## config.mk

```make
export PLATFORM = sky130hd
export DESIGN_NAME = json_string_unescape_utf8_flat
export DESIGN_NICKNAME = d
export VERILOG_FILES = /design/src/rtl/jsu_pkg.sv /design/src/rtl/jsu_stream_if.sv /design/src/rtl/json_string_unescape_utf8.sv /design/src/flat_wrapper.sv
export SDC_FILE = /design/constraint.sdc
export NUM_CORES = 1
export LEC_CHECK = 0
export ABC_AREA = 0
export CAP_MARGIN = 15
export CELL_PAD_IN_SITES_DETAIL_PLACEMENT = 1
export CELL_PAD_IN_SITES_GLOBAL_PLACEMENT = 2
export CORE_MARGIN = 10
export CORE_UTILIZATION = 36
export CTS_BUF_LIST = sky130_fd_sc_hd__clkbuf_16
export CTS_CLUSTER_SIZE = 12
export DETAILED_ROUTE_END_ITERATION = 8
export DONT_BUFFER_PORTS = 1
export GPL_TIMING_DRIVEN = 0
export PLACE_DENSITY_LB_ADDON = 0.1
export SETUP_SLACK_MARGIN = 0.15
export SLEW_MARGIN = 20
export SYNTH_ARGS = -nofsm -noshare
export SYNTH_HDL_FRONTEND = slang
export SYNTH_SLANG_ARGS = --single-unit
```

## constraint.sdc

```tcl
create_clock -name clock -period 6.2 [get_ports clock]
set_clock_uncertainty 0.2 [all_clocks]
set_input_delay 0.31 -clock clock [delete_from_list [all_inputs] [get_ports clock]]
set_output_delay 0.31 -clock clock [all_outputs]
set_load 0.01 [all_outputs]
```

## src/rtl/jsu_pkg.sv

```systemverilog
// Package for the JSON string unescaper: payload types, result kinds, decoder modes
// and the character, UTF-8 and queue constants used by the decoder. No dependencies.
`default_nettype none

package jsu_pkg;

   typedef struct packed {
      logic [7:0] in_byte;
      logic       text_ended;
   } req_type;

   typedef enum logic [1:0] {
      KIND_BYTE  = 2'd0,
      KIND_END   = 2'd1,
      KIND_ERROR = 2'd2
   } kind_type;

   typedef struct packed {
      logic [7:0] out_byte;
      kind_type   kind;
      logic       last;
   } rsp_type;

   typedef enum logic [1:0] {
      MODE_PLAIN  = 2'd0,
      MODE_ESCAPE = 2'd1,
      MODE_HEX    = 2'd2
   } mode_type;

   localparam logic [7:0] CHAR_QUOTE     = 8'h22;
   localparam logic [7:0] CHAR_BACKSLASH = 8'h5C;
   localparam logic [7:0] CHAR_LOWER_N   = 8'h6E;
   localparam logic [7:0] CHAR_LOWER_T   = 8'h74;
   localparam logic [7:0] CHAR_LOWER_R   = 8'h72;
   localparam logic [7:0] CHAR_LOWER_B   = 8'h62;
   localparam logic [7:0] CHAR_LOWER_F   = 8'h66;
   localparam logic [7:0] CHAR_LOWER_U   = 8'h75;

   localparam logic [7:0] CODE_LF = 8'h0A;
   localparam logic [7:0] CODE_HT = 8'h09;
   localparam logic [7:0] CODE_CR = 8'h0D;
   localparam logic [7:0] CODE_BS = 8'h08;
   localparam logic [7:0] CODE_FF = 8'h0C;

   localparam logic [15:0] UTF8_ONE_LIMIT = 16'h0080;
   localparam logic [15:0] UTF8_TWO_LIMIT = 16'h0800;
   localparam logic [7:0]  UTF8_LEAD_TWO   = 8'hC0;
   localparam logic [7:0]  UTF8_LEAD_THREE = 8'hE0;
   localparam logic [7:0]  UTF8_CONT       = 8'h80;
   localparam logic [7:0]  UTF8_CONT_MASK  = 8'h3F;

   // Output queue: one item can produce three result bytes.
   localparam int unsigned QUEUE_DEPTH = 4;
   localparam int unsigned MAX_RESULTS = 3;

   // Hex digit value in the low four bits; bit 4 set when the byte is no hex digit.
   function automatic logic [4:0] hex_value(input logic [7:0] c);
      logic [4:0] v;
      if (c >= 8'h30 && c <= 8'h39) begin
         v = {1'b0, 4'(c - 8'h30)};
      end else if (c >= 8'h61 && c <= 8'h66) begin
         v = {1'b0, 4'(c - 8'h61 + 8'd10)};
      end else if (c >= 8'h41 && c <= 8'h46) begin
         v = {1'b0, 4'(c - 8'h41 + 8'd10)};
      end else begin
         v = 5'h10;
      end
      return v;
   endfunction

endpackage

`default_nettype wire

```

## src/rtl/jsu_stream_if.sv

```systemverilog
// Valid/ready stream channel carrying one payload item per handshake.
// The payload type is supplied by the user, normally a struct from jsu_pkg.
`default_nettype none

interface jsu_stream_if #(
   parameter type payload_type = logic
);
   logic        valid;
   logic        ready;
   payload_type payload;

   modport source (output valid, output payload, input ready);
   modport sink   (input valid, input payload, output ready);
endinterface

`default_nettype wire

```

## src/rtl/json_string_unescape_utf8.sv

```systemverilog
// JSON string body unescaper. Bytes of a string body (opening quote already taken) enter on
// req one item per cycle unless the input register is held, and are registered; the
// registered item is decoded, escapes and \uXXXX (as 1 to 3 UTF-8 bytes), into a 4-entry
// output queue that drives rsp one result per cycle while rsp is ready. The input register
// advances only when the queue has three free entries, so plain bytes flow at one per cycle
// while rsp is ready; a \u escape of two or three bytes holds the input till they drain.
// Depends on jsu_pkg and jsu_stream_if.
`default_nettype none

module json_string_unescape_utf8 (
   input  wire logic clock,
   input  wire logic reset,
   jsu_stream_if.sink   req,
   jsu_stream_if.source rsp
);
   import jsu_pkg::*;

   localparam int unsigned PtrWidth   = $clog2(QUEUE_DEPTH);
   localparam int unsigned CountWidth = $clog2(QUEUE_DEPTH + 1);

   // Input register
   logic       in_valid_ff, in_valid_in;
   req_type    in_data_ff;

   // Decoder state
   mode_type    mode_ff, mode_in;
   logic [1:0]  hex_count_ff, hex_count_in;
   logic [15:0] code_point_ff, code_point_in;

   // Output queue
   rsp_type                 queue_ff [QUEUE_DEPTH];
   logic [PtrWidth-1:0]     wr_ptr_ff, wr_ptr_in;
   logic [PtrWidth-1:0]     rd_ptr_ff, rd_ptr_in;
   logic [CountWidth-1:0]   count_ff, count_in;

   logic       advance;
   logic       pop;
   logic [1:0] push_n;

   rsp_type    res [MAX_RESULTS];
   logic [1:0] res_n;

   logic [7:0]  c;
   logic [4:0]  digit;
   logic [15:0] cp_new;

   assign c      = in_data_ff.in_byte;
   assign digit  = hex_value(c);
   assign cp_new = {code_point_ff[11:0], digit[3:0]};

   assign advance   = in_valid_ff &&
                      (count_ff <= CountWidth'(QUEUE_DEPTH - MAX_RESULTS));
   assign req.ready = !in_valid_ff || advance;
   assign in_valid_in = req.ready ? req.valid : in_valid_ff;

   assign rsp.valid   = (count_ff != '0);
   assign rsp.payload = queue_ff[rd_ptr_ff];
   assign pop         = rsp.valid && rsp.ready;
   assign push_n      = advance ? res_n : 2'd0;

   assign wr_ptr_in = wr_ptr_ff + PtrWidth'(push_n);
   assign rd_ptr_in = rd_ptr_ff + PtrWidth'(pop);
   assign count_in  = count_ff + CountWidth'(push_n) - CountWidth'(pop);

   // Next state of the decoder.
   always_comb begin
      mode_in       = mode_ff;
      hex_count_in  = hex_count_ff;
      code_point_in = code_point_ff;
      if (advance) begin
         if (in_data_ff.text_ended) begin
            mode_in       = MODE_PLAIN;
            hex_count_in  = 2'd0;
            code_point_in = 16'd0;
         end else begin
            case (mode_ff)
               MODE_ESCAPE: begin
                  if (c == CHAR_LOWER_U) begin
                     mode_in       = MODE_HEX;
                     hex_count_in  = 2'd0;
                     code_point_in = 16'd0;
                  end else begin
                     mode_in = MODE_PLAIN;
                  end
               end
               MODE_HEX: begin
                  if (digit[4] || hex_count_ff == 2'd3) begin
                     mode_in       = MODE_PLAIN;
                     hex_count_in  = 2'd0;
                     code_point_in = 16'd0;
                  end else begin
                     hex_count_in  = hex_count_ff + 2'd1;
                     code_point_in = cp_new;
                  end
               end
               default: begin
                  if (c == CHAR_QUOTE) begin
                     mode_in       = MODE_PLAIN;
                     hex_count_in  = 2'd0;
                     code_point_in = 16'd0;
                  end else if (c == CHAR_BACKSLASH) begin
                     mode_in = MODE_ESCAPE;
                  end else begin
                     mode_in = MODE_PLAIN;
                  end
               end
            endcase
         end
      end
   end

   // Results produced by the registered item.
   always_comb begin
      for (int i = 0; i < MAX_RESULTS; i++) begin
         res[i] = '{out_byte: 8'd0, kind: KIND_BYTE, last: 1'b0};
      end
      res_n = 2'd0;
      if (in_data_ff.text_ended) begin
         res[0] = '{out_byte: 8'd0, kind: KIND_ERROR, last: 1'b1};
         res_n  = 2'd1;
      end else begin
         case (mode_ff)
            MODE_ESCAPE: begin
               if (c != CHAR_LOWER_U) begin
                  res_n       = 2'd1;
                  res[0].last = 1'b1;
                  if (c == CHAR_LOWER_N) begin
                     res[0].out_byte = CODE_LF;
                  end else if (c == CHAR_LOWER_T) begin
                     res[0].out_byte = CODE_HT;
                  end else if (c == CHAR_LOWER_R) begin
                     res[0].out_byte = CODE_CR;
                  end else if (c == CHAR_LOWER_B) begin
                     res[0].out_byte = CODE_BS;
                  end else if (c == CHAR_LOWER_F) begin
                     res[0].out_byte = CODE_FF;
                  end else begin
                     res[0].out_byte = c;
                  end
               end
            end
            MODE_HEX: begin
               if (digit[4]) begin
                  res[0] = '{out_byte: 8'd0, kind: KIND_ERROR, last: 1'b1};
                  res_n  = 2'd1;
               end else if (hex_count_ff == 2'd3) begin
                  if (cp_new < UTF8_ONE_LIMIT) begin
                     res[0].out_byte = cp_new[7:0];
                     res[0].last     = 1'b1;
                     res_n           = 2'd1;
                  end else if (cp_new < UTF8_TWO_LIMIT) begin
                     res[0].out_byte = UTF8_LEAD_TWO | {3'd0, cp_new[10:6]};
                     res[1].out_byte = UTF8_CONT | ({2'd0, cp_new[5:0]} & UTF8_CONT_MASK);
                     res[1].last     = 1'b1;
                     res_n           = 2'd2;
                  end else begin
                     res[0].out_byte = UTF8_LEAD_THREE | {4'd0, cp_new[15:12]};
                     res[1].out_byte = UTF8_CONT | ({2'd0, cp_new[11:6]} & UTF8_CONT_MASK);
                     res[2].out_byte = UTF8_CONT | ({2'd0, cp_new[5:0]} & UTF8_CONT_MASK);
                     res[2].last     = 1'b1;
                     res_n           = 2'd3;
                  end
               end
            end
            default: begin
               if (c == CHAR_QUOTE) begin
                  res[0] = '{out_byte: 8'd0, kind: KIND_END, last: 1'b1};
                  res_n  = 2'd1;
               end else if (c != CHAR_BACKSLASH) begin
                  res[0] = '{out_byte: c, kind: KIND_BYTE, last: 1'b1};
                  res_n  = 2'd1;
               end
            end
         endcase
      end
   end

   always_ff @(posedge clock) begin
      if (reset) begin
         in_valid_ff   <= 1'b0;
         mode_ff       <= MODE_PLAIN;
         hex_count_ff  <= 2'd0;
         code_point_ff <= 16'd0;
         wr_ptr_ff     <= '0;
         rd_ptr_ff     <= '0;
         count_ff      <= '0;
      end else begin
         in_valid_ff   <= in_valid_in;
         mode_ff       <= mode_in;
         hex_count_ff  <= hex_count_in;
         code_point_ff <= code_point_in;
         wr_ptr_ff     <= wr_ptr_in;
         rd_ptr_ff     <= rd_ptr_in;
         count_ff      <= count_in;
      end
   end

   always_ff @(posedge clock) begin
      if (req.valid && req.ready) begin
         in_data_ff <= req.payload;
      end
   end

   always_ff @(posedge clock) begin
      for (int i = 0; i < MAX_RESULTS; i++) begin
         if (2'(i) < push_n) begin
            queue_ff[wr_ptr_ff + PtrWidth'(i)] <= res[i];
         end
      end
   end

`ifndef SYNTHESIS
   a_count_bound: assert property (@(posedge clock) disable iff (reset)
      count_ff <= CountWidth'(QUEUE_DEPTH))
      else $error("output queue count exceeds its depth");

   a_room_on_advance: assert property (@(posedge clock) disable iff (reset)
      advance |-> (CountWidth'(QUEUE_DEPTH) - count_ff) >= CountWidth'(res_n))
      else $error("decoded item pushed without room in the output queue");

   a_end_returns_plain: assert property (@(posedge clock) disable iff (reset)
      advance && in_data_ff.text_ended |=> mode_ff == MODE_PLAIN && hex_count_ff == 2'd0)
      else $error("decoder not back in plain mode after the text ended");

   a_status_is_last: assert property (@(posedge clock) disable iff (reset)
      rsp.valid && rsp.payload.kind != KIND_BYTE |-> rsp.payload.last &&
         rsp.payload.out_byte == 8'd0)
      else $error("end or error result is not a final zero-byte result");

   a_hex_count_mode: assert property (@(posedge clock) disable iff (reset)
      hex_count_ff != 2'd0 |-> mode_ff == MODE_HEX)
      else $error("hex digit count held outside hex mode");
`endif

endmodule

`default_nettype wire

```

## src/flat_wrapper.sv

```systemverilog
// flat-port wrapper written by rule: the top's interface ports become plain ports
module json_string_unescape_utf8_flat import jsu_pkg::*;
  (clock, reset, req_valid, req_payload, req_ready, rsp_valid, rsp_payload, rsp_ready);
  jsu_stream_if #(.payload_type(req_type)) req_i ();
  jsu_stream_if #(.payload_type(rsp_type)) rsp_i ();
  input  wire logic clock;
  input  wire logic reset;
  input wire logic [$bits(req_i.valid)-1:0] req_valid;
  input wire logic [$bits(req_i.payload)-1:0] req_payload;
  output wire logic [$bits(req_i.ready)-1:0] req_ready;
  output wire logic [$bits(rsp_i.valid)-1:0] rsp_valid;
  output wire logic [$bits(rsp_i.payload)-1:0] rsp_payload;
  input wire logic [$bits(rsp_i.ready)-1:0] rsp_ready;
  assign req_i.valid = req_valid;
  assign req_i.payload = req_payload;
  assign req_ready = req_i.ready;
  assign rsp_valid = rsp_i.valid;
  assign rsp_payload = rsp_i.payload;
  assign rsp_i.ready = rsp_ready;
  json_string_unescape_utf8 u_core (.clock(clock), .reset(reset), .req(req_i), .rsp(rsp_i));
endmodule
```

# Yosys cells after proc, flatten, opt, wreduce, memory -nomap -nowiden
# Memories as Yosys holds them, arrays and structs flattened. A register that Yosys moved wholly into a read port is not among the register bits.
# Index checks and enable logic that the tools add are counted.
# word_totals
ff_bits,33
latchBits,0
mem_bits_rw,44
rom_bits,0
in_bits,13
output_inout_bits,13
elab_cells,137
memories,1
# mem_list
name,words,word_bits,read_ports,rd_ports_with_merged_regs,wr,line_no,rtl
u_core.queue_ff,4,11,1,1,3,json_string_unescape_utf8.sv:31,rsp_type queue_ff [QUEUE_DEPTH];
# classes
add_sub_neg,12
multipliers,0
div,0
n_lt_le_gt_ge,12
n_eq_ne,15
shifts,0
n_mux,75
bitwise_logic,0
n_reduce_logical,13
# ops
operator,count
$mux W8,14
$eq A8 B7 Y1 const B,7
$mux W9,6
$mux W12,4
$mux W11,3
$mux W2,15
$pmux W12 S2,1
$mux W1,21
$ge A8 B7 Y1 const B,2
$le A8 B7 Y1 const B,2
$lt A16 B12 Y1 const B,1
$lt A16 B8 Y1 const B,1
$ne A8 B7 Y1 const B,2
$pmux W2 S2,4
$pmux W8 S2,1
$mux W5,3
$mux W6,2
$sub A4 B1 Y4 const B,3
$add A4 B4 Y4 const B,2
$eq A8 B6 Y1 const B,1
$ge A8 B6 Y1 const B,1
$le A8 B6 Y1 const B,1
$logic_and A1 B1 Y1,6
$ne A3 B1 Y1 const B,2
18 further kinds,22

# Logic depth before layout (Yosys ltp)
# Gate-level depths: netlist of the first run.
# depth
word_depth,16
mapped_depth,15
ltp_nobuf,12

# Worst setup path after synthesis of the first run
# Ideal clock, no wire load.
# synth_timing
path_type,register -> register
start,"register u_core.in_data_ff, in the netlist u_core.c[0]"
end,register u_core.count_ff[2]
setup_ns,0.128
arrival_ns,3.198
required_time_ns,5.872
setup_slack_ns,2.674
stages_incl_launch_ff,14
n_path_buf,3
path_cell_list,edfxtp_1 -> clkbuf_1 -> inv_1 -> ha_1 -> nor3b_1 -> or3_1 -> buf_4 -> a211o_1 -> buf_6 -> ha_1 -> fa_1 -> xnor2_1 -> xnor2_1 -> nor2_1
# synth_between
elab_chain_cells,15
word_cells_on_any_way,34
cone_classes,add/sub: 7; order compare: 8; eq/ne: 3; mux: 13; reduce/logical: 3
# synth_lines
item,line_no,rtl
start: declaration,json_string_unescape_utf8.sv:23,req_type in_data_ff;
start signal: assignment,json_string_unescape_utf8.sv:200,in_data_ff <= req.payload;
"$sub A4 B1 Y4, or another cell as far along","jsu_pkg.sv:62, jsu_pkg.sv:64",
$add A4 B4 Y4 / $logic_and A1 B1 Y1 (equally long branches),"jsu_pkg.sv:62, jsu_pkg.sv:64, jsu_pkg.sv:63",
$mux W5,jsu_pkg.sv:63,end else if (c >= 8'h41 && c <= 8'h46) begin
$mux W5,jsu_pkg.sv:61,end else if (c >= 8'h61 && c <= 8'h66) begin
$mux W5,jsu_pkg.sv:59,if (c >= 8'h30 && c <= 8'h39) begin
$lt A16 B12 Y1,json_string_unescape_utf8.sv:151,end else if (cp_new < UTF8_TWO_LIMIT) begin
$mux W1,json_string_unescape_utf8.sv:151,
$mux W2,json_string_unescape_utf8.sv:147,if (cp_new < UTF8_ONE_LIMIT) begin
$mux W2,json_string_unescape_utf8.sv:146,end else if (hex_count_ff == 2'd3) begin
$mux W2,json_string_unescape_utf8.sv:143,if (digit[4]) begin
$pmux W2 S2 (*),json_string_unescape_utf8.sv:122,case (mode_ff)
$mux W2 (*),json_string_unescape_utf8.sv:118,if (in_data_ff.text_ended) begin
$mux W2 (*),json_string_unescape_utf8.sv:59,assign push_n = advance ? res_n : 2'd0;
$add A3 B2 Y3 (*),json_string_unescape_utf8.sv:63,assign count_in = count_ff + CountWidth'(push_n) - CountWidth'(pop);
$sub A3 B1 Y3 (*),json_string_unescape_utf8.sv:63,
end signal: assignment,json_string_unescape_utf8.sv:194,count_ff <= count_in;
end: declaration,json_string_unescape_utf8.sv:34,"logic [CountWidth-1:0] count_ff, count_in;"
# Every way passes the cells marked *; elsewhere a longest branch is shown, timed or not.
# A chain may end at the register's enable or synchronous reset.

==> out/results.ini, run 1 <==
[sta]
rsz0062_at_grt=no
layout_min_cycle_time_ns=4.401
finalSetupTns_ns=0
relSlewSlack_pct=28.41
fin_crit_sh_pct=70.99
layout_setup_ws_ns=1.799
worst_slew_pin_slew_ns=1.071
max_freq_mhz=227.2
setup_viol=0
final-hold-violation-count=0
slew_violations=0

[global_routing]
grt_pass1_wl_um=27970
grt_max_degree=15
track_usage_pct=18.33
grt_pass1_vias=4688
grt_overflow=0
antenna_found_initial=0

[logic_synthesis]
ys_seq_area_share_pct=38.88
yosys_register_bits=77
async_flop_share_pct=0
synth_top_flop_cell=edfxtp_1
yosysWarnings=0
mappedNetlistNets=546
syn-cell-area_sq_um=5020
netlist_instances=520
syn_area_per_cell_sq_um=9.653
synth_cell_types=73
synth_edf_count=41

[die]
initial_core_util_pct=36.45
num_rows=43
core-area_sq_um=13770
die_y_um=138.1
io_pins=26
die-area_sq_um=19070
dieWidth_um=138.1

[setup_path]
endpoint_kind=register
slowest_delay_ns=0.72
path_buf_inv=4
cp_cell_sequence=clkbuf_1 -> inv_1 -> ha_1 -> nor3b_1 -> or3_1 -> buf_4 -> a211o_1 -> buf_6 -> a311oi_4 -> or3_1
crit_family=simple AND/OR/NAND/NOR gates
cp.arrival_ns=4.20
critPathMostFrequentCell=or3_1
slowest_stage=a311oi_4
critPathLaunchType=register
worstSetupPathType=reg -> reg
crit_fanout=10
worstPathRequired_ns=6.00

[place]
place_area_sq_um=5245
io_buffers=0
pre_cts_ws_ns=1.796
hpwl_um=13420
gp_congestion=0.8960

[clock_tree]
path_clk_slew_ns=0.06
htreeDepth=3
cts.path.max_buffers=2
insertion_delay_ns=0.35
cts_root_buf=clkbuf_16
cts_num_sinks=77
cts_tree=yes
numCtsBuffers=9

[final_layout]
layout_commonest_cell=a21oi_1
layout_common_cells=54 x a21oi_1, 41 x nand2_1, 41 x edfxtp_1
final_net_count=568
area_growth_pct=12.74
final_layout_size_suffix_gt1_share_pct=9.872
antenna_cells=0
design_area_sq_um=5659
final_util_pct=41.09
fillers=1590

[power_and_ir_drop]
p_sw_mw=0.4881
p_leak_nw=1.852
p_clk_share_pct=35.1
fin_total_pwr_mw=1.549
internal_power_mw=1.061
pwr-share-comb_pct=24.4
power_density_nw_per_um2=273.7
seqPwrFrac_pct=40.6
irDropWorstVdd_uv=116.2
swShare_pct=31.51

[outcome]
status=finished clean

[route]
drtIter0Drc=379
drcViolationCount=0
routed_via_density=6.157
wl_um=17790
postRouteAntennaNets=0
vias=4476
wl_per_cell_um=24.47
firstDrtPassIters=5

[worst_hold_path]
min_path_type=in -> reg

[run]
maxCapViolCount=0

[layer usage]
layer | share of wire (%) | global-route usage, % | vias to the layer above | wire, um
met2 | 49 | 30.47 | 133 | 8698
met5 | 0 | 0 | - | 0
met3 | 5.4 | 3.288 | 23 | 953
met4 | 2.4 | 7.492 | 0 | 426
met1 | 43 | 22.85 | 2253 | 7714
li1 | - | - | 2067 | -
[sequential cells by signal, summed over array words and instances, names as in the netlist]
| signal | cells |
|---|---|
| u_core.rd_ptr_ff | 2 |
| u_core.in_valid_ff | 1 |
| u_core.wr_ptr_ff | 2 |
| u_core.c | 8 |
| u_core.mode_ff | 2 |
| u_core.queue_ff | 44 |
| u_core.in_data_ff | 1 |
| u_core.code_point_ff | 12 |
| u_core.count_ff | 3 |
| u_core.hex_count_ff | 2 |
[final cells by class]
cell class,count,area [sq um],share of cell area [%]
multi-input cells,390,2844,50.25
flip-flops and latches,77,1952,34.49
clock buffers,11,275.3,4.864
well taps,180,225.2,3.980
plain buffers,36,160.2,2.830
repair buffers,11,110.1,1.946
inverters,17,63.81,1.128
clock inverters,5,28.78,0.5085
[final timing paths]
kind,to,slack [ns],cells past startpoint,start
worst max register to register,u_core.queue_ff[0][6]$_DFFE_PP_,1.80,10,u_core.c[0]$_DFFE_PP_
worst min-delay path,u_core.rd_ptr_ff[0]$_SDFF_PP0_,0.16,3,rsp_ready
worst min register to register,u_core.hex_count_ff[1]$_SDFFE_PP0P_,0.27,2,u_core.hex_count_ff[1]$_SDFFE_PP0P_
worst max-delay path,u_core.queue_ff[0][6]$_DFFE_PP_,1.80,10,u_core.c[0]$_DFFE_PP_
[power groups by stage]
| stage | Sequential [mW] | Clock (mW) | Combinational [mW] |
|---|---|---|---|
| after floorplan | 0.625 | 0 | 0.282 |
| after global placement | 0.636 | 0 | 0.364 |
| after detailed placement | 0.640 | 0 | 0.373 |
| after CTS | 0.629 | 0.555 | 0.385 |
| after global routing | 0.636 | 0.575 | 0.418 |
| final | 0.628 | 0.543 | 0.377 |
[through the flow]
stage | hold WS (ns) | instances
detailed placement | 0.1832 | 700
floorplan | 0.1791 | 520
global route | 0.1921 | 727
CTS | 0.1576 | 727
global placement | 0.1804 | 700
finish | 0.1642 | 727
[kinds of logic after synthesis]
| logic type | count (synthesis) | share of synthesized area (%) |
|---|---|---|
| mux | 26 | 7.926 |
| buf+inv | 53 | 4.462 |
| compound gates | 170 | 25.27 |
| fa+ha+maj | 13 | 3.390 |
| simple gates | 175 | 19.02 |
| flops | 77 | 38.88 |
| xor+xnor | 6 | 1.047 |
[repair_timing]
action | in CTS | in global routing
hold buffers | 11 | 0
gates resized for setup | 0 | 0
endpoints found under the hold margin | 14 | 0
setup buffers | 0 | 0
[Yosys cell counts (9+ instances only)]
library cell  count  share of area [%]
inv_1            16                1.2
clkbuf_1         24                1.8
dfxtp_1          36                 14
a22oi_1           9                1.3
or3_1            12                1.5
a21oi_1          54                5.4
mux2i_1          15                3.0
nand2_1          41                3.1
edfxtp_1         41                 25
ha_1             12                3.0
o21ai_0          24                2.4
mux4_2           11                4.9
nor2_1           32                2.4
nand3_1          24                2.4
[worst reg2reg max path: cells and delay by family (launching register included)]
kind	cells	cell delay, ns
AO/OA/AOI/OAI	2	1.05
flip-flops	1	0.38
adder cells (fa/ha/maj)	1	0.33
buffers and inverters	4	1.05
AND/OR/NAND/NOR	3	1.05
Note: power is estimated with default switching activity, not from simulation.
==> run 2: changes to the inputs <==
- ABC_AREA: 0 -> 1
- clock period: 6.2 -> 4.14 ns (I/O delays scaled with it)
==> out/results.ini, run 2 <==
[logic_synthesis]
syn-cell-area_sq_um=4865
async_flop_share_pct=0
synth.most_common_cell=nand2_1
yosysWarnings=0
synthTopCellsByArea=edfxtp_1 25%, nand2_1 17%, dfxtp_1 15%
mappedNetlistNets=716
yosys_register_bits=77
synth_top_flop_cell=edfxtp_1
ys_top_cells_by_count=220 x nand2_1, 88 x nor2_1, 63 x nand3_1
syn_area_per_cell_sq_um=7.050
ys_seq_area_share_pct=40.12
netlist_instances=690
synth_cell_types=40
synth_top_area_cell=edfxtp_1
synth_edf_count=41
synth_top_area_share_pct=25.31

[die]
num_rows=42
die-area_sq_um=18560
dieWidth_um=136.2
initial_core_util_pct=36.73
die_y_um=136.2
io_pins=26
core-area_sq_um=13240

[final_layout]
largestRegisters=u_core.queue_ff x44, u_core.code_point_ff x12, u_core.c x8
antenna_cells=0
fin_cells=893
regMostFlops=u_core.queue_ff
largest_reg_flops=44
final_net_count=738
layout_common_cells=220 x nand2_1, 88 x nor2_1, 63 x nand3_1
area_growth_pct=12.42
final_layout_size_suffix_gt1_share_pct=6.137
fillers=1728
layout_commonest_cell=nand2_1

[outcome]
status=finished clean

[place]
gp_congestion=0.8545
io_buffers=0
hpwl_um=13630
placedCellCount=866

[setup_path]
cp_cell_sequence=inv_1 -> ha_1 -> inv_1 -> nand2_1 -> nand2_1 -> nand2_2 -> nand2_4 -> nand2_4 -> nand3_4 -> nor3_1 -> nand3_1 -> o21ai_0 -> or2_2
crit_path_end=u_core.queue_ff[1][7]$_DFFE_PP_
slowest_delay_ns=0.52
worstSetupPathType=reg -> reg
reg2reg_depth=13
cp.arrival_ns=3.38
reg2reg_to=u_core.queue_ff[1][7]$_DFFE_PP_
slowest_stage=edfxtp_1
ff2ff_setup_slack_ns=0.59
crit_start=u_core.c[0]$_DFFE_PP_
worstPathRequired_ns=3.97
reg2reg_from=u_core.c[0]$_DFFE_PP_
critPathLaunchType=register
crit_fanout=9
endpoint_kind=register

[power_and_ir_drop]
fin_total_pwr_mw=2.404
swShare_pct=36.60
internal_power_mw=1.524
p_leak_nw=2.349
power_density_nw_per_um2=439.6
p_clk_share_pct=30.9
irDropWorstVdd_uv=180.5
p_sw_mw=0.8800
seqPwrFrac_pct=39.4
pwr-share-comb_pct=29.7

[global_routing]
grt_pass1_wl_um=27320
grt_overflow=0
grt_max_degree=13
track_usage_pct=19.08
grt_pass1_vias=4950
antenna_found_initial=0

[route]
drcViolationCount=0
firstDrtPassIters=4
wl_um=17080
drtIter0Drc=335
routed_via_density=5.237
postRouteAntennaNets=0
wl_per_cell_um=19.12
vias=4677

[clock_tree]
cts_root_buf=clkbuf_16
cts_tree=yes
cts_num_sinks=77
htreeDepth=3
cts.path.max_buffers=2
numCtsBuffers=9
cts.repair.resized=0
path_clk_slew_ns=0.07
insertion_delay_ns=0.35

[worst_hold_path]
min_path_type=in -> reg

[sta]
layout_min_cycle_time_ns=3.545
whs_ns=0.08544
fin_crit_sh_pct=85.64
worst_slew_pin_slew_ns=0.9773
setup_viol=0
finalSetupTns_ns=0
slew_violations=0
relSlewSlack_pct=34.61
final-hold-violation-count=0
rsz0062_at_grt=no
max_freq_mhz=282.1

[run]
maxCapViolCount=0

run 2: cell types whose count changed in the layout (fill, tap and decap cells not counted), sizes merged, moves of 15 or more:
cell,before,now
inv,19,66
nand3,24,66
nor2,32,94
mux2i,15,0
o21ai,24,39
nand2,41,228
run 2: worst min path at each step:
stage / slack [ns] / to / from / depth (start not counted)
3_5_place_dp: 0.09 / u_core.mode_ff[1]$_SDFFE_PP0P_ / reset / 1
2_1_floorplan: 0.09 / u_core.hex_count_ff[0]$_SDFFE_PP0P_ / reset / 1
3_3_place_gp: 0.09 / u_core.mode_ff[1]$_SDFFE_PP0P_ / reset / 1
6_report: 0.09 / u_core.code_point_ff[5]$_SDFFE_PP0P_ / reset / 2
5_1_grt: 0.13 / u_core.code_point_ff[11]$_SDFFE_PP0P_ / reset / 2
4_1_cts: 0.09 / u_core.code_point_ff[10]$_SDFFE_PP0P_ / reset / 2
run 2: what timing repair did:
item / 4_1_cts / 5_1_grt
hold endpoints to repair: 14 / 0
setup endpoints to repair: 0 / 0
hold buffers: 11 / 0
buffers inserted: 0 / 0
run 2: cell families after synthesis:
logic type | synth area share (%)
AO/OA/AOI/OAI | 13.43
XOR/XNOR | 0.5402
adder cells (fa/ha/maj) | 3.498
buffers and inverters | 6.944
flip-flops | 40.12
AND/OR/NAND/NOR | 35.47
run 2: layer usage:
metal / share of wire, % / GRT usage, % / vias to the layer above
li1: - / - / 2335
met1: 45 / 23.86 / 2262
met2: 50 / 32.88 / 70
met3: 3.2 / 2.952 / 10
met4: 1.1 / 5.917 / 0
met5: 0 / 0 / -
run 2: layout make-up:
class	count	area (sq um)	area share, %
flip-flops and latches	77	1952	35.69
clock buffers	10	250.2	4.576
multi-input cells	530	2575	47.08
repair buffers	11	110.1	2.013
clock inverters	6	23.77	0.4347
well taps	176	220.2	4.027
plain buffers	16	80.08	1.464
inverters	67	257.7	4.713
run 2: power by group through the flow:
stage | sequential, mW | clock (mW) | combinational [mW]
2_1_floorplan | 0.939 | 0 | 0.518
3_3_place_gp | 0.960 | 0 | 0.679
3_5_place_dp | 0.963 | 0 | 0.711
4_1_cts | 0.948 | 0.755 | 0.729
5_1_grt | 0.957 | 0.792 | 0.818
6_report | 0.947 | 0.742 | 0.715
run 2: critical path: cells and delay by family, from the launching register on:
family | cells | cell delay (ns)
and+or+nand+nor | 9 | 1.50
DFF | 1 | 0.52
AOI/OAI and AO/OA | 1 | 0.50
buffers and inverters | 2 | 0.27
adders and majority gates | 1 | 0.22
run 2: through the flow:
step	cell area (sq um)	setup WS, ns	utilization [%]
detailed placement	5085	0.6222	38.40
floorplan	4865	1.192	-
finish	5469	0.5946	41.30
global route	5469	0.3898	41.30
global placement	5085	0.7101	38.40
CTS	5469	0.5876	41.30
==> run 3: changes to the inputs <==
- ABC_AREA: 1 -> unset
==> out/results.ini, run 3 (same netlist as run 1, synthesis figures left out) <==
[outcome]
status=finished clean

[route]
vias=4584
wl_um=17960
drtIter0Drc=443
postRouteAntennaNets=0
firstDrtPassIters=5
drcViolationCount=0
routed_via_density=6.245
wl_per_cell_um=24.46

[die]
num_rows=43
die-area_sq_um=19070
core-area_sq_um=13770
io_pins=26
initial_core_util_pct=36.45
die_y_um=138.1
dieWidth_um=138.1

[final_layout]
fillers=1585
final_layout_size_suffix_gt1_share_pct=13.36
largest_reg_flops=44
largestRegisters=u_core.queue_ff x44, u_core.code_point_ff x12, u_core.c x8
layout_common_cells=51 x a21oi_1, 41 x nand2_1, 41 x edfxtp_1
regMostFlops=u_core.queue_ff
multi_input_area_sq_um=2888
final_net_count=575
layout_commonest_cell=a21oi_1
regArea_sq_um=1952
fin_cells=734
antenna_cells=0
area_growth_pct=14.71

[setup_path]
cp.arrival_ns=3.81
worstSetupPathType=reg -> reg
reg2reg_from=u_core.c[0]$_DFFE_PP_
worstPathRequired_ns=4.12
crit_start=u_core.c[0]$_DFFE_PP_
critPathLaunchType=register
crit_fanout=10
endpoint_kind=register

[worst_hold_path]
hp-start=rsp_ready
min_path_type=in -> reg

[run]
maxCapViolCount=0

[sta]
slew_violations=0
relSlewSlack_pct=32.33
setup_viol=0
max_freq_mhz=260.8
layout_min_cycle_time_ns=3.834
whs_ns=0.06248
fin_crit_sh_pct=92.62
worst_slew_pin_slew_ns=1.012
rsz0062_at_grt=yes
layout_setup_ws_ns=0.3055
final-hold-violation-count=0

[global_routing]
grt_overflow=0
antenna_found_initial=0
grt_max_degree=15
grt_pass1_vias=4656
grt_pass1_wl_um=28080
track_usage_pct=18.43

[clock_tree]
cts_root_buf=clkbuf_16
numCtsBuffers=9
htreeDepth=3
cts_tree=yes
cts_num_sinks=77
path_clk_slew_ns=0.06
cts.path.max_buffers=2
insertion_delay_ns=0.35

[place]
io_buffers=0
hpwl_um=13420
pre_cts_ws_ns=-0.2643
placedCellCount=700
gp_congestion=0.8960

[power_and_ir_drop]
irDropWorstVdd_uv=174.2
power_density_nw_per_um2=406.8
p_leak_nw=1.891

run 3: cell count changes in the layout (fill, tap and decap cells not counted), sizes merged, moves of 15 or more:
cell   before  now
nand2     228   41
o21ai      39   24
mux2i       0   15
nor2       94   32
buf         5   20
nand3      66   24
inv        66   19
run 3: final timing paths:
path                                         end  slack, ns  cells after the start
max              u_core.queue_ff[0][8]$_DFFE_PP_       0.31                     11
min               u_core.rd_ptr_ff[0]$_SDFF_PP0_       0.06                      3
max reg2reg      u_core.queue_ff[0][8]$_DFFE_PP_       0.31                     11
min reg2reg  u_core.hex_count_ff[1]$_SDFFE_PP0P_       0.26                      2
run 3: critical path: stages, from the launching register on:
cell	delay (ns)
edfxtp_1	0.38
buf_2	0.28
inv_1	0.14
ha_2	0.25
nor3b_2	0.18
or3_1	0.35
buf_4	0.19
a211o_1	0.32
buf_6	0.18
a211oi_2	0.51
buf_2	0.40
mux2i_1	0.27
run 3: area by class of cell:
| cell class | count | area share [%] |
|---|---|---|
| Multi-Input combinational cell | 390 | 50.15 |
| Sequential cell | 77 | 33.90 |
| Clock buffer | 11 | 4.781 |
| Tap cell | 180 | 3.911 |
| Timing Repair Buffer | 18 | 2.825 |
| Buffer | 36 | 2.825 |
| Inverter | 17 | 1.108 |
| Clock inverter | 5 | 0.4998 |
run 3: what timing repair did:
action                                 CTS  global route
setup endpoints to repair               66            74
endpoints found under the hold margin   14             0
setup buffers                            3             4
gates resized for setup                  5            11
hold buffers                            11             0
pin swaps                                2             0
run 3: report_power, final:
| part | internal (mW) | switching [mW] | total [mW] |
|---|---|---|---|
| clock | 0.477 | 0.335 | 0.812 |
| combinational | 0.241 | 0.349 | 0.589 |
| sequential | 0.888 | 0.0532 | 0.941 |
| total | 1.61 | 0.737 | 2.34 |
run 3: routing by layer:
layer	global-route usage (%)	part of all wire, %	up-vias
li1	-	-	2082
met1	23.15	45	2334
met2	30.52	49	143
met3	3.904	4.5	25
met4	6.326	2.2	0
met5	0	0	-
run 3: stage by stage:
step | setup TNS (ns) | utilization [%] | power [mW] | area, sq um
final | 0 | 41.81 | 2.342 | 5758
after global routing | 0 | 41.81 | 2.467 | 5758
after CTS | 0 | 41.38 | 2.354 | 5699
after detailed placement | -6.000 | 38.08 | 1.518 | 5245
after global placement | -5.215 | 38.08 | 1.498 | 5245
after floorplan | 0 | - | 1.359 | 5020
